$ cat src/hw/rtl/iptp_pkg.sv
// Shared constants, command and status types and helpers of the address text parser.
`default_nettype none

package iptp_pkg;

  // ASCII codes that steer the parse
  localparam logic [7:0] CHR_NUL   = 8'h00;
  localparam logic [7:0] CHR_DOT   = 8'h2E;
  localparam logic [7:0] CHR_COLON = 8'h3A;
  localparam logic [7:0] CHR_ZERO  = 8'h30;
  localparam logic [7:0] CHR_NINE  = 8'h39;

  // Address shape
  localparam int unsigned V4_OCTETS     = 4;
  localparam int unsigned V4_MAX_DIGITS = 3;
  localparam int unsigned V6_GROUPS     = 8;
  localparam int unsigned V6_HEX_DIGITS = 4;
  localparam logic [9:0]  OCTET_MAX     = 10'd255;

  // Commands from the controller to the datapath
  typedef struct packed {
    logic step;    // accept one character
    logic flush;   // store the last open IPv6 group
    logic insert;  // open one zero group at the double-colon gap
    logic emit;    // load the result register and clear the parse state
  } iptp_cmd_t;

  // Status from the datapath to the controller
  typedef struct packed {
    logic is_term;      // current character is the terminator
    logic expand_done;  // no further zero groups to insert
  } iptp_sts_t;

  // Hex digit decode: bit 4 marks a valid digit, bits 3:0 hold its value
  function automatic logic [4:0] hex_nibble(input logic [7:0] c);
    logic [4:0] r;
    begin
      r = 5'd0;
      if (c inside {[8'h30:8'h39]}) begin
        r = {1'b1, 4'(c - 8'h30)};
      end else if (c inside {[8'h61:8'h66]}) begin
        r = {1'b1, 4'(c - 8'h57)};
      end else if (c inside {[8'h41:8'h46]}) begin
        r = {1'b1, 4'(c - 8'h37)};
      end
      return r;
    end
  endfunction

endpackage

`default_nettype wire

$ cat src/hw/rtl/ip_address_text_parser_unit.sv
// Top level of the IPv4/IPv6 address text parser.
//
// Input channel: one ASCII character per transaction on character, with
// char_valid/char_stall. A zero character ends the address string.
// Output channel: one result per string on status, version, addr_high and
// addr_low, with result_valid/result_stall. Only the terminator yields a
// result; every other character yields none.
// Throughput: one character per cycle while a string is being read.
// After the terminator is taken the input stalls for the group store, one
// opening of a zero group for each slot that the double colon leaves (at
// most 8), a check of the gap and the result load; the group store is widened
// one slot a cycle.
// A result waiting in the output register does not block the next string:
// characters are taken while result_stall is high, and only the next
// result load waits for the register to be free.
// Reset (rst, synchronous) clears the parse state and drops result_valid.
`default_nettype none

module ip_address_text_parser_unit
  import iptp_pkg::*;
(
  input  wire logic       clk,
  input  wire logic       rst,
  input  wire logic       char_valid,
  output logic            char_stall,
  input  wire logic [7:0] character,
  output logic            result_valid,
  input  wire logic       result_stall,
  output logic            status,
  output logic            version,
  output logic [63:0]     addr_high,
  output logic [63:0]     addr_low
);

  iptp_cmd_t cmd;
  iptp_sts_t sts;

  // Sequence the parse
  iptp_ctrl u_ctrl (
    .clk          (clk),
    .rst          (rst),
    .char_valid   (char_valid),
    .char_stall   (char_stall),
    .result_valid (result_valid),
    .result_stall (result_stall),
    .sts          (sts),
    .cmd          (cmd)
  );

  // Parse state and result
  iptp_datapath u_datapath (
    .clk       (clk),
    .rst       (rst),
    .cmd       (cmd),
    .character (character),
    .sts       (sts),
    .status    (status),
    .version   (version),
    .addr_high (addr_high),
    .addr_low  (addr_low)
  );

endmodule

`default_nettype wire

$ cat src/hw/rtl/iptp_ctrl.sv
// Controller: sequences character intake, final group store, gap expansion and result hand-off.
`default_nettype none

module iptp_ctrl
  import iptp_pkg::*;
(
  input  wire logic      clk,
  input  wire logic      rst,
  input  wire logic      char_valid,
  output logic           char_stall,
  output logic           result_valid,
  input  wire logic      result_stall,
  input  wire iptp_sts_t sts,
  output iptp_cmd_t      cmd
);

  localparam logic [1:0] ST_RUN    = 2'd0;
  localparam logic [1:0] ST_FLUSH  = 2'd1;
  localparam logic [1:0] ST_EXPAND = 2'd2;
  localparam logic [1:0] ST_EMIT   = 2'd3;

  logic [1:0] state;
  logic [1:0] state_next;
  logic       result_valid_next;
  logic       char_acc;
  logic       out_free;

  // Accept characters only in the run state
  assign char_stall = (state != ST_RUN);
  assign char_acc   = char_valid && !char_stall;
  assign out_free   = !result_valid || !result_stall;

  // Drive datapath commands
  always_comb begin
    cmd        = '0;
    cmd.step   = char_acc;
    cmd.flush  = (state == ST_FLUSH);
    cmd.insert = (state == ST_EXPAND) && !sts.expand_done;
    cmd.emit   = (state == ST_EMIT) && out_free;
  end

  // Advance the sequence
  always_comb begin
    state_next = state;
    case (state)
      ST_RUN: begin
        if (char_acc && sts.is_term) state_next = ST_FLUSH;
      end
      ST_FLUSH: begin
        state_next = ST_EXPAND;
      end
      ST_EXPAND: begin
        if (sts.expand_done) state_next = ST_EMIT;
      end
      ST_EMIT: begin
        if (out_free) state_next = ST_RUN;
      end
      default: begin
        state_next = ST_RUN;
      end
    endcase
  end

  // Hold the result until the transaction completes
  always_comb begin
    result_valid_next = result_valid;
    if (cmd.emit) begin
      result_valid_next = 1'b1;
    end else if (result_valid && !result_stall) begin
      result_valid_next = 1'b0;
    end
  end

  always_ff @(posedge clk) begin
    if (rst) begin
      state        <= ST_RUN;
      result_valid <= 1'b0;
    end else begin
      state        <= state_next;
      result_valid <= result_valid_next;
    end
  end

endmodule

`default_nettype wire

$ cat src/hw/rtl/iptp_datapath.sv
// Datapath: IPv4 and IPv6 parse state, group store, gap expansion and result register.
`default_nettype none

module iptp_datapath
  import iptp_pkg::*;
(
  input  wire logic       clk,
  input  wire logic       rst,
  input  wire iptp_cmd_t  cmd,
  input  wire logic [7:0] character,
  output iptp_sts_t       sts,
  output logic            status,
  output logic            version,
  output logic [63:0]     addr_high,
  output logic [63:0]     addr_low
);

  // Shared state
  logic        colon_seen;
  logic        colon_seen_next;

  // IPv4 state
  logic [9:0]  v4_octet_value;
  logic [9:0]  v4_octet_value_next;
  logic [1:0]  v4_digit_count;
  logic [1:0]  v4_digit_count_next;
  logic [2:0]  v4_octet_count;
  logic [2:0]  v4_octet_count_next;
  logic [31:0] v4_octets;
  logic [31:0] v4_octets_next;
  logic        v4_failed;
  logic        v4_failed_next;

  // IPv6 state
  logic [15:0] v6_groups [V6_GROUPS];
  logic [3:0]  v6_group_index;
  logic [3:0]  v6_group_index_next;
  logic [15:0] v6_hex_value;
  logic [15:0] v6_hex_value_next;
  logic [2:0]  v6_hex_count;
  logic [2:0]  v6_hex_count_next;
  logic        v6_gap_found;
  logic        v6_gap_found_next;
  logic [3:0]  v6_gap_position;
  logic [3:0]  v6_gap_position_next;
  logic        v6_colon_pending;
  logic        v6_colon_pending_next;
  logic        v6_stopped;
  logic        v6_stopped_next;
  logic        v6_failed;
  logic        v6_failed_next;
  logic        grp_we;

  logic        is_digit;
  logic [3:0]  dec_digit;
  logic [4:0]  nib;
  logic        v6_live;
  logic        store_ok;
  logic        last_group;

  logic [127:0] v6_flat;

  assign is_digit  = (character inside {[CHR_ZERO:CHR_NINE]});
  assign dec_digit = 4'(character - CHR_ZERO);
  assign nib       = hex_nibble(character);
  assign v6_live   = !v6_stopped && !v6_failed;
  assign store_ok  = (v6_hex_count != 3'd0) && (v6_group_index < 4'(V6_GROUPS));
  assign last_group = (v6_group_index == 4'(V6_GROUPS - 1));

  assign sts.is_term     = (character == CHR_NUL);
  assign sts.expand_done = !(colon_seen && !v6_failed && v6_gap_found &&
                             (v6_group_index < 4'(V6_GROUPS)));

  // IPv4 parse: dotted decimal octets
  always_comb begin
    v4_octet_value_next = v4_octet_value;
    v4_digit_count_next = v4_digit_count;
    v4_octet_count_next = v4_octet_count;
    v4_octets_next      = v4_octets;
    v4_failed_next      = v4_failed;
    if (cmd.step && !v4_failed) begin
      if (character == CHR_NUL || character == CHR_DOT) begin
        if (v4_digit_count == 2'd0 || v4_octet_value > OCTET_MAX ||
            v4_octet_count >= 3'(V4_OCTETS)) begin
          v4_failed_next = 1'b1;
        end else begin
          v4_octets_next      = {v4_octets[23:0], v4_octet_value[7:0]};
          v4_octet_count_next = v4_octet_count + 3'd1;
          v4_octet_value_next = '0;
          v4_digit_count_next = '0;
        end
        if (character == CHR_NUL && !v4_failed_next &&
            v4_octet_count_next != 3'(V4_OCTETS)) begin
          v4_failed_next = 1'b1;
        end
      end else if (is_digit) begin
        if (v4_digit_count >= 2'(V4_MAX_DIGITS)) begin
          v4_failed_next = 1'b1;
        end else begin
          v4_octet_value_next = 10'({3'b000, v4_octet_value} * 13'd10 + 13'(dec_digit));
          v4_digit_count_next = v4_digit_count + 2'd1;
        end
      end else begin
        v4_failed_next = 1'b1;
      end
    end
  end

  // IPv6 parse: hex groups, colons and the double-colon gap
  always_comb begin
    v6_group_index_next   = v6_group_index;
    v6_hex_value_next     = v6_hex_value;
    v6_hex_count_next     = v6_hex_count;
    v6_gap_found_next     = v6_gap_found;
    v6_gap_position_next  = v6_gap_position;
    v6_colon_pending_next = v6_colon_pending;
    v6_stopped_next       = v6_stopped;
    v6_failed_next        = v6_failed;
    grp_we                = 1'b0;
    colon_seen_next       = colon_seen;
    if (cmd.step && character == CHR_COLON) colon_seen_next = 1'b1;

    if (cmd.step && character != CHR_NUL && v6_live) begin
      if (character == CHR_COLON) begin
        if (v6_colon_pending) begin
          if (store_ok) begin
            grp_we              = 1'b1;
            v6_group_index_next = v6_group_index + 4'd1;
            v6_hex_value_next   = '0;
            v6_hex_count_next   = '0;
            v6_stopped_next     = last_group;
          end
          if (!v6_gap_found) begin
            v6_gap_found_next     = 1'b1;
            v6_gap_position_next  = v6_group_index_next;
            v6_colon_pending_next = 1'b0;
          end
        end else begin
          v6_colon_pending_next = 1'b1;
        end
      end else begin
        if (v6_colon_pending) begin
          v6_colon_pending_next = 1'b0;
          if (store_ok) begin
            grp_we              = 1'b1;
            v6_group_index_next = v6_group_index + 4'd1;
            v6_hex_value_next   = '0;
            v6_hex_count_next   = '0;
            v6_stopped_next     = last_group;
          end
        end
        // Drop the character once the eighth group has just been stored
        if (!v6_stopped_next) begin
          if (!nib[4]) begin
            v6_failed_next = 1'b1;
          end else if (v6_hex_count_next < 3'(V6_HEX_DIGITS)) begin
            v6_hex_value_next = {v6_hex_value_next[11:0], nib[3:0]};
            v6_hex_count_next = v6_hex_count_next + 3'd1;
          end
        end
      end
    end else if (cmd.flush && v6_live) begin
      // Store the group still open at the terminator
      v6_colon_pending_next = 1'b0;
      if (store_ok) begin
        grp_we              = 1'b1;
        v6_group_index_next = v6_group_index + 4'd1;
        v6_hex_value_next   = '0;
        v6_hex_count_next   = '0;
        v6_stopped_next     = last_group;
      end
    end else if (cmd.insert) begin
      v6_group_index_next = v6_group_index + 4'd1;
    end
  end

  // Group store: write one group, or open a zero group at the gap
  always_ff @(posedge clk) begin
    if (grp_we) begin
      v6_groups[v6_group_index[2:0]] <= v6_hex_value;
    end else if (cmd.insert) begin
      for (int k = 0; k < V6_GROUPS; k++) begin
        if (4'(k) == v6_gap_position) begin
          v6_groups[3'(k)] <= '0;
        end else if (4'(k) > v6_gap_position) begin
          v6_groups[3'(k)] <= v6_groups[3'(k - 1)];
        end
      end
    end
  end

  // Flatten groups, masking slots that were never stored
  always_comb begin
    v6_flat = '0;
    for (int k = 0; k < V6_GROUPS; k++) begin
      if (4'(k) < v6_group_index) begin
        v6_flat[127 - 16*k -: 16] = v6_groups[3'(k)];
      end
    end
  end

  // Parse state registers; clear after each result
  always_ff @(posedge clk) begin
    if (rst || cmd.emit) begin
      colon_seen       <= 1'b0;
      v4_octet_value   <= '0;
      v4_digit_count   <= '0;
      v4_octet_count   <= '0;
      v4_octets        <= '0;
      v4_failed        <= 1'b0;
      v6_group_index   <= '0;
      v6_hex_value     <= '0;
      v6_hex_count     <= '0;
      v6_gap_found     <= 1'b0;
      v6_gap_position  <= '0;
      v6_colon_pending <= 1'b0;
      v6_stopped       <= 1'b0;
      v6_failed        <= 1'b0;
    end else begin
      colon_seen       <= colon_seen_next;
      v4_octet_value   <= v4_octet_value_next;
      v4_digit_count   <= v4_digit_count_next;
      v4_octet_count   <= v4_octet_count_next;
      v4_octets        <= v4_octets_next;
      v4_failed        <= v4_failed_next;
      v6_group_index   <= v6_group_index_next;
      v6_hex_value     <= v6_hex_value_next;
      v6_hex_count     <= v6_hex_count_next;
      v6_gap_found     <= v6_gap_found_next;
      v6_gap_position  <= v6_gap_position_next;
      v6_colon_pending <= v6_colon_pending_next;
      v6_stopped       <= v6_stopped_next;
      v6_failed        <= v6_failed_next;
    end
  end

  // Result register: pick the parse by the colon flag
  always_ff @(posedge clk) begin
    if (cmd.emit) begin
      version <= colon_seen;
      if (colon_seen) begin
        status    <= v6_failed;
        addr_high <= v6_failed ? 64'd0 : v6_flat[127:64];
        addr_low  <= v6_failed ? 64'd0 : v6_flat[63:0];
      end else begin
        status    <= v4_failed;
        addr_high <= 64'd0;
        addr_low  <= v4_failed ? 64'd0 : {32'd0, v4_octets};
      end
    end
  end

endmodule

`default_nettype wire

$ cat config.mk
export PLATFORM = sky130hd
export DESIGN_NAME = ip_address_text_parser_unit
export DESIGN_NICKNAME = d
export VERILOG_FILES = /design/src/hw/rtl/iptp_pkg.sv /design/src/hw/rtl/ip_address_text_parser_unit.sv /design/src/hw/rtl/iptp_ctrl.sv /design/src/hw/rtl/iptp_datapath.sv
export SDC_FILE = /design/constraint.sdc
export NUM_CORES = 1
export LEC_CHECK = 0
export BUFFER_PORTS_ARGS = -buffer_cell sky130_fd_sc_hd__buf_2
export CAP_MARGIN = 20
export CORE_ASPECT_RATIO = 1.2
export CORE_MARGIN = 2
export CORE_UTILIZATION = 64
export DETAILED_ROUTE_END_ITERATION = 16
export GPL_TIMING_DRIVEN = 1
export PLACE_DENSITY_LB_ADDON = 0.25
export SLEW_MARGIN = 10
export SYNTH_ARGS = -nofsm -noshare
export SYNTH_HDL_FRONTEND = slang
export SYNTH_HIERARCHICAL = 1
export SYNTH_SLANG_ARGS = --single-unit
$ cat constraint.sdc
create_clock -name clk -period 10.2 [get_ports clk]
set_input_delay 1.53 -clock clk [delete_from_list [all_inputs] [get_ports clk]]
set_output_delay 1.53 -clock clk [all_outputs]
set_load 0.1 [all_outputs]
==> metrics.yaml <==
status:
  status: "complete, no violations"
synth:
  yosys.area_share.simple: 0.124
  ys_seq_area_frac: 0.650
  synth_ff_type: "edfxtp_1"
  synth_seq_cells: 341
  synth.most_common_cell: "edfxtp_1"
  synth_compound_area_frac: 0.148
  synth_area_leaders: "edfxtp_1 54%, dfxtp_1 11%, a22o_1 8.5%, and2_1 5.1%, nand2_1 2.7%"
  netlist.top_cell.by_area: "edfxtp_1"
  synthArstFlopShare: 0
  syn_nets: 1165
  synth_mux_area_frac: 0.00450
  netlist_instances: 1122
  synth_xor_area_frac: 0.0118
  yosys_warnings: 6
  netlist_area_um2: 14500
  netlist_top_cells_count: "258 x edfxtp_1, 140 x a22o_1, 119 x and2_1, 104 x nand2_1, 83 x dfxtp_1"
  synth_adder_area_share: 0.0278
  avgSynthCellArea_um2: 12.9
  synth_top_family_by_area: "compound AO/OA/AOI/OAI gates"
  ys_types: 74
  yosys.area.top_type_share: 0.535
  synth_edf_count: 258
setup_path:
  critPathArrivalTime_ns: 4.93
  cp_slowest_cell: "a2111oi_4"
  path_cells: "buf_2, inv_1, ha_1, nor4b_4, a2111oi_4, mux2_4, a21boi_2, nand2_1, o31ai_2, buf_4"
  path_max_fanout: 17
  crit_family: "compound AO/OA/AOI/OAI gates"
  worst_setup_path_startpoint: "character[0]"
  required_ns: 10.45
  r2r_start: "u_ctrl/state[0]"
  max_stage_delay_ns: 0.80
  critPathBufInv: 3
  cp-end-kind: "flop"
  crit_type: "input port to flop"
  start_kind: "input port"
power:
  p_seq_frac: 0.542
  switching_share: 0.203
  comb_power_share: 0.025
  p_leak_nw: 5.73
  p_int_mw: 2.19
  power_density_nw_per_um2: 167
  peakVddDrop_mv: 0.136
  switchingPower_mw: 0.556
  pwr-share-clk: 0.434
timing:
  period_minus_slack_ns: 4.69
  maxSlewViolCount: 0
  max_freq_mhz: 213
  clock-skew-final_ns: 0.0210
  hold_viol_final: 0
  setup_slack_ns: 5.51
  period_share: 0.459
  worstMarginPinSlew_ns: 0.966
  setup_violations: 0
  rsz0062_at_grt: "no"
  maxSlewHeadroom: 0.354
  setup-tns-final_ns: 0
cts:
  clk_pin_slew_ns: 0.07
  holdBufCountCts: 0
  post_cts_buffers: 0
  root_buffer: "clkbuf_16"
  clk_latency_ns: 0.57
  cts_resized: 0
  cts_buffers: 31
  h-tree-depth: 1
  cts.sinks: 341
  cts_buffer_depth: 3
  cts_tree: "built"
finish:
  area_delta_synth_final_pct: 13.1
  final_util: 0.734
  multiInputGateArea_um2: 4620
  fin_area_um2: 16400
  diodes: 0
  nNetsFinal: 1279
  regArea_um2: 9410
  fill_cells: 1473
  drive_gt1_frac: 0.192
hold_path:
  hold_path_class: "flop to flop"
  min_from: "u_datapath/v4_octet_count[1]"
drt:
  dr_total_vias: 9263
  post_drt_wl_per_cell_um: 20.7
  drtIter0Drc: 669
  drc: 0
  drt_pass1_iterations: 5
  wl_um: 31800
  viasPerCell: 6.01
  ant_nets: 0
global_routing:
  grt_max_degree: 69
  grt_usage: 0.267
  grt_overflow_total: 0
  grt_pass1_wl_um: 49900
  antenna_found_initial: 0
  grt_pass1_vias: 9192
floorplanning:
  start_util: 0.649
  die_w_um: 141
  core_um2: 22300
  io_pins: 144
  rows: 60
  dieArea_um2: 23800
  die_h_um: 169
place:
  dp_hpwl_um: 21500
  pre_cts_ws_ns: 4.93
  port_buffers: 143
  dpl_cell_area_um2: 15300
  gp_congestion: 0.883
job:
  max_cap_violations: 0
-- area by class of cell --
type / instances / area share
flip-flops and latches: 341 / 0.575
multi-input cells: 676 / 0.282
repair buffers: 161 / 0.0520
clock buffers: 34 / 0.0481
well taps: 279 / 0.0213
clock inverters: 24 / 0.0159
inverters: 25 / 0.00573
-- layout by cell type, fill, tap and decap left out, drive strengths merged, types with 27 or more instances in the layout --
cell type	n
a21oi	67
a22o	140
and2	119
buf	161
clkbuf	34
dfxtp	83
edfxtp	258
ha	29
inv	27
nand2	104
nor2	42
o21ai	33
-- power by group through the flow --
stage	Sequential [mW]	Clock, mW	Combinational [mW]
CTS	1.48	1.20	0.0676
detailed placement	1.51	0	0.0670
global route	1.48	1.26	0.0745
finish	1.48	1.19	0.0678
floorplan	1.51	0	0.0525
global placement	1.51	0	0.0652
-- path summary, 6_finish.rpt --
| path | to | slack (ns) | cells past startpoint |
|---|---|---|---|
| max | u_datapath/v6_groups[2][3] | 5.51 | 10 |
| min | u_datapath/v4_octet_count[1] | 0.46 | 2 |
| max reg2reg | u_datapath/v6_groups[2][3] | 6.23 | 10 |
| min reg2reg | u_datapath/v4_octet_count[1] | 0.46 | 2 |
-- layer usage --
layer  vias to the layer above  share of wire  GRT usage
met5                         -              0          0
met4                         0          0.024     0.0748
met3                        59          0.055     0.0300
met2                       337           0.53      0.485
met1                      4527           0.39      0.339
li1                       4340              -          -
-- cells by family after synthesis --
family,count (synthesis)
flip-flops,341
AND/OR/NAND/NOR,340
AO/OA/AOI/OAI,281
buffers and inverters,105
adder cells (fa/ha/maj),31
XOR/XNOR,18
multiplexers,6
-- sequential cells by signal, indices dropped and copies added, names as in the netlist --
register and count:
u_ctrl/result_valid 1, u_ctrl/state 2, u_datapath/addr_high 64, u_datapath/addr_low 64
u_datapath/colon_seen 1, u_datapath/status 1, u_datapath/v4_digit_count 2, u_datapath/v4_failed 1
u_datapath/v4_octet_count 3, u_datapath/v4_octet_value 10, u_datapath/v4_octets 32, u_datapath/v6_colon_pending 1
u_datapath/v6_failed 1, u_datapath/v6_gap_found 1, u_datapath/v6_gap_position 4, u_datapath/v6_group_index 4
u_datapath/v6_groups 128, u_datapath/v6_hex_count 3, u_datapath/v6_hex_value 16, u_datapath/v6_stopped 1
u_datapath/version 1
-- stage by stage --
step	std cells	total power, mW	hold WS (ns)
finish	1540	2.74	0.462
detailed placement	1481	1.58	0.451
global route	1540	2.82	0.489
CTS	1539	2.75	0.459
floorplan	1122	1.56	0.437
global placement	1479	1.58	0.442
-- worst min-delay path: cells and delay by family (launching register included) --
family | cells | cell delay, ns
AOI/OAI and AO/OA | 1 | 0.05
DFF | 1 | 0.31
and+or+nand+nor | 1 | 0.05
Power figures use the tool's default switching activity.
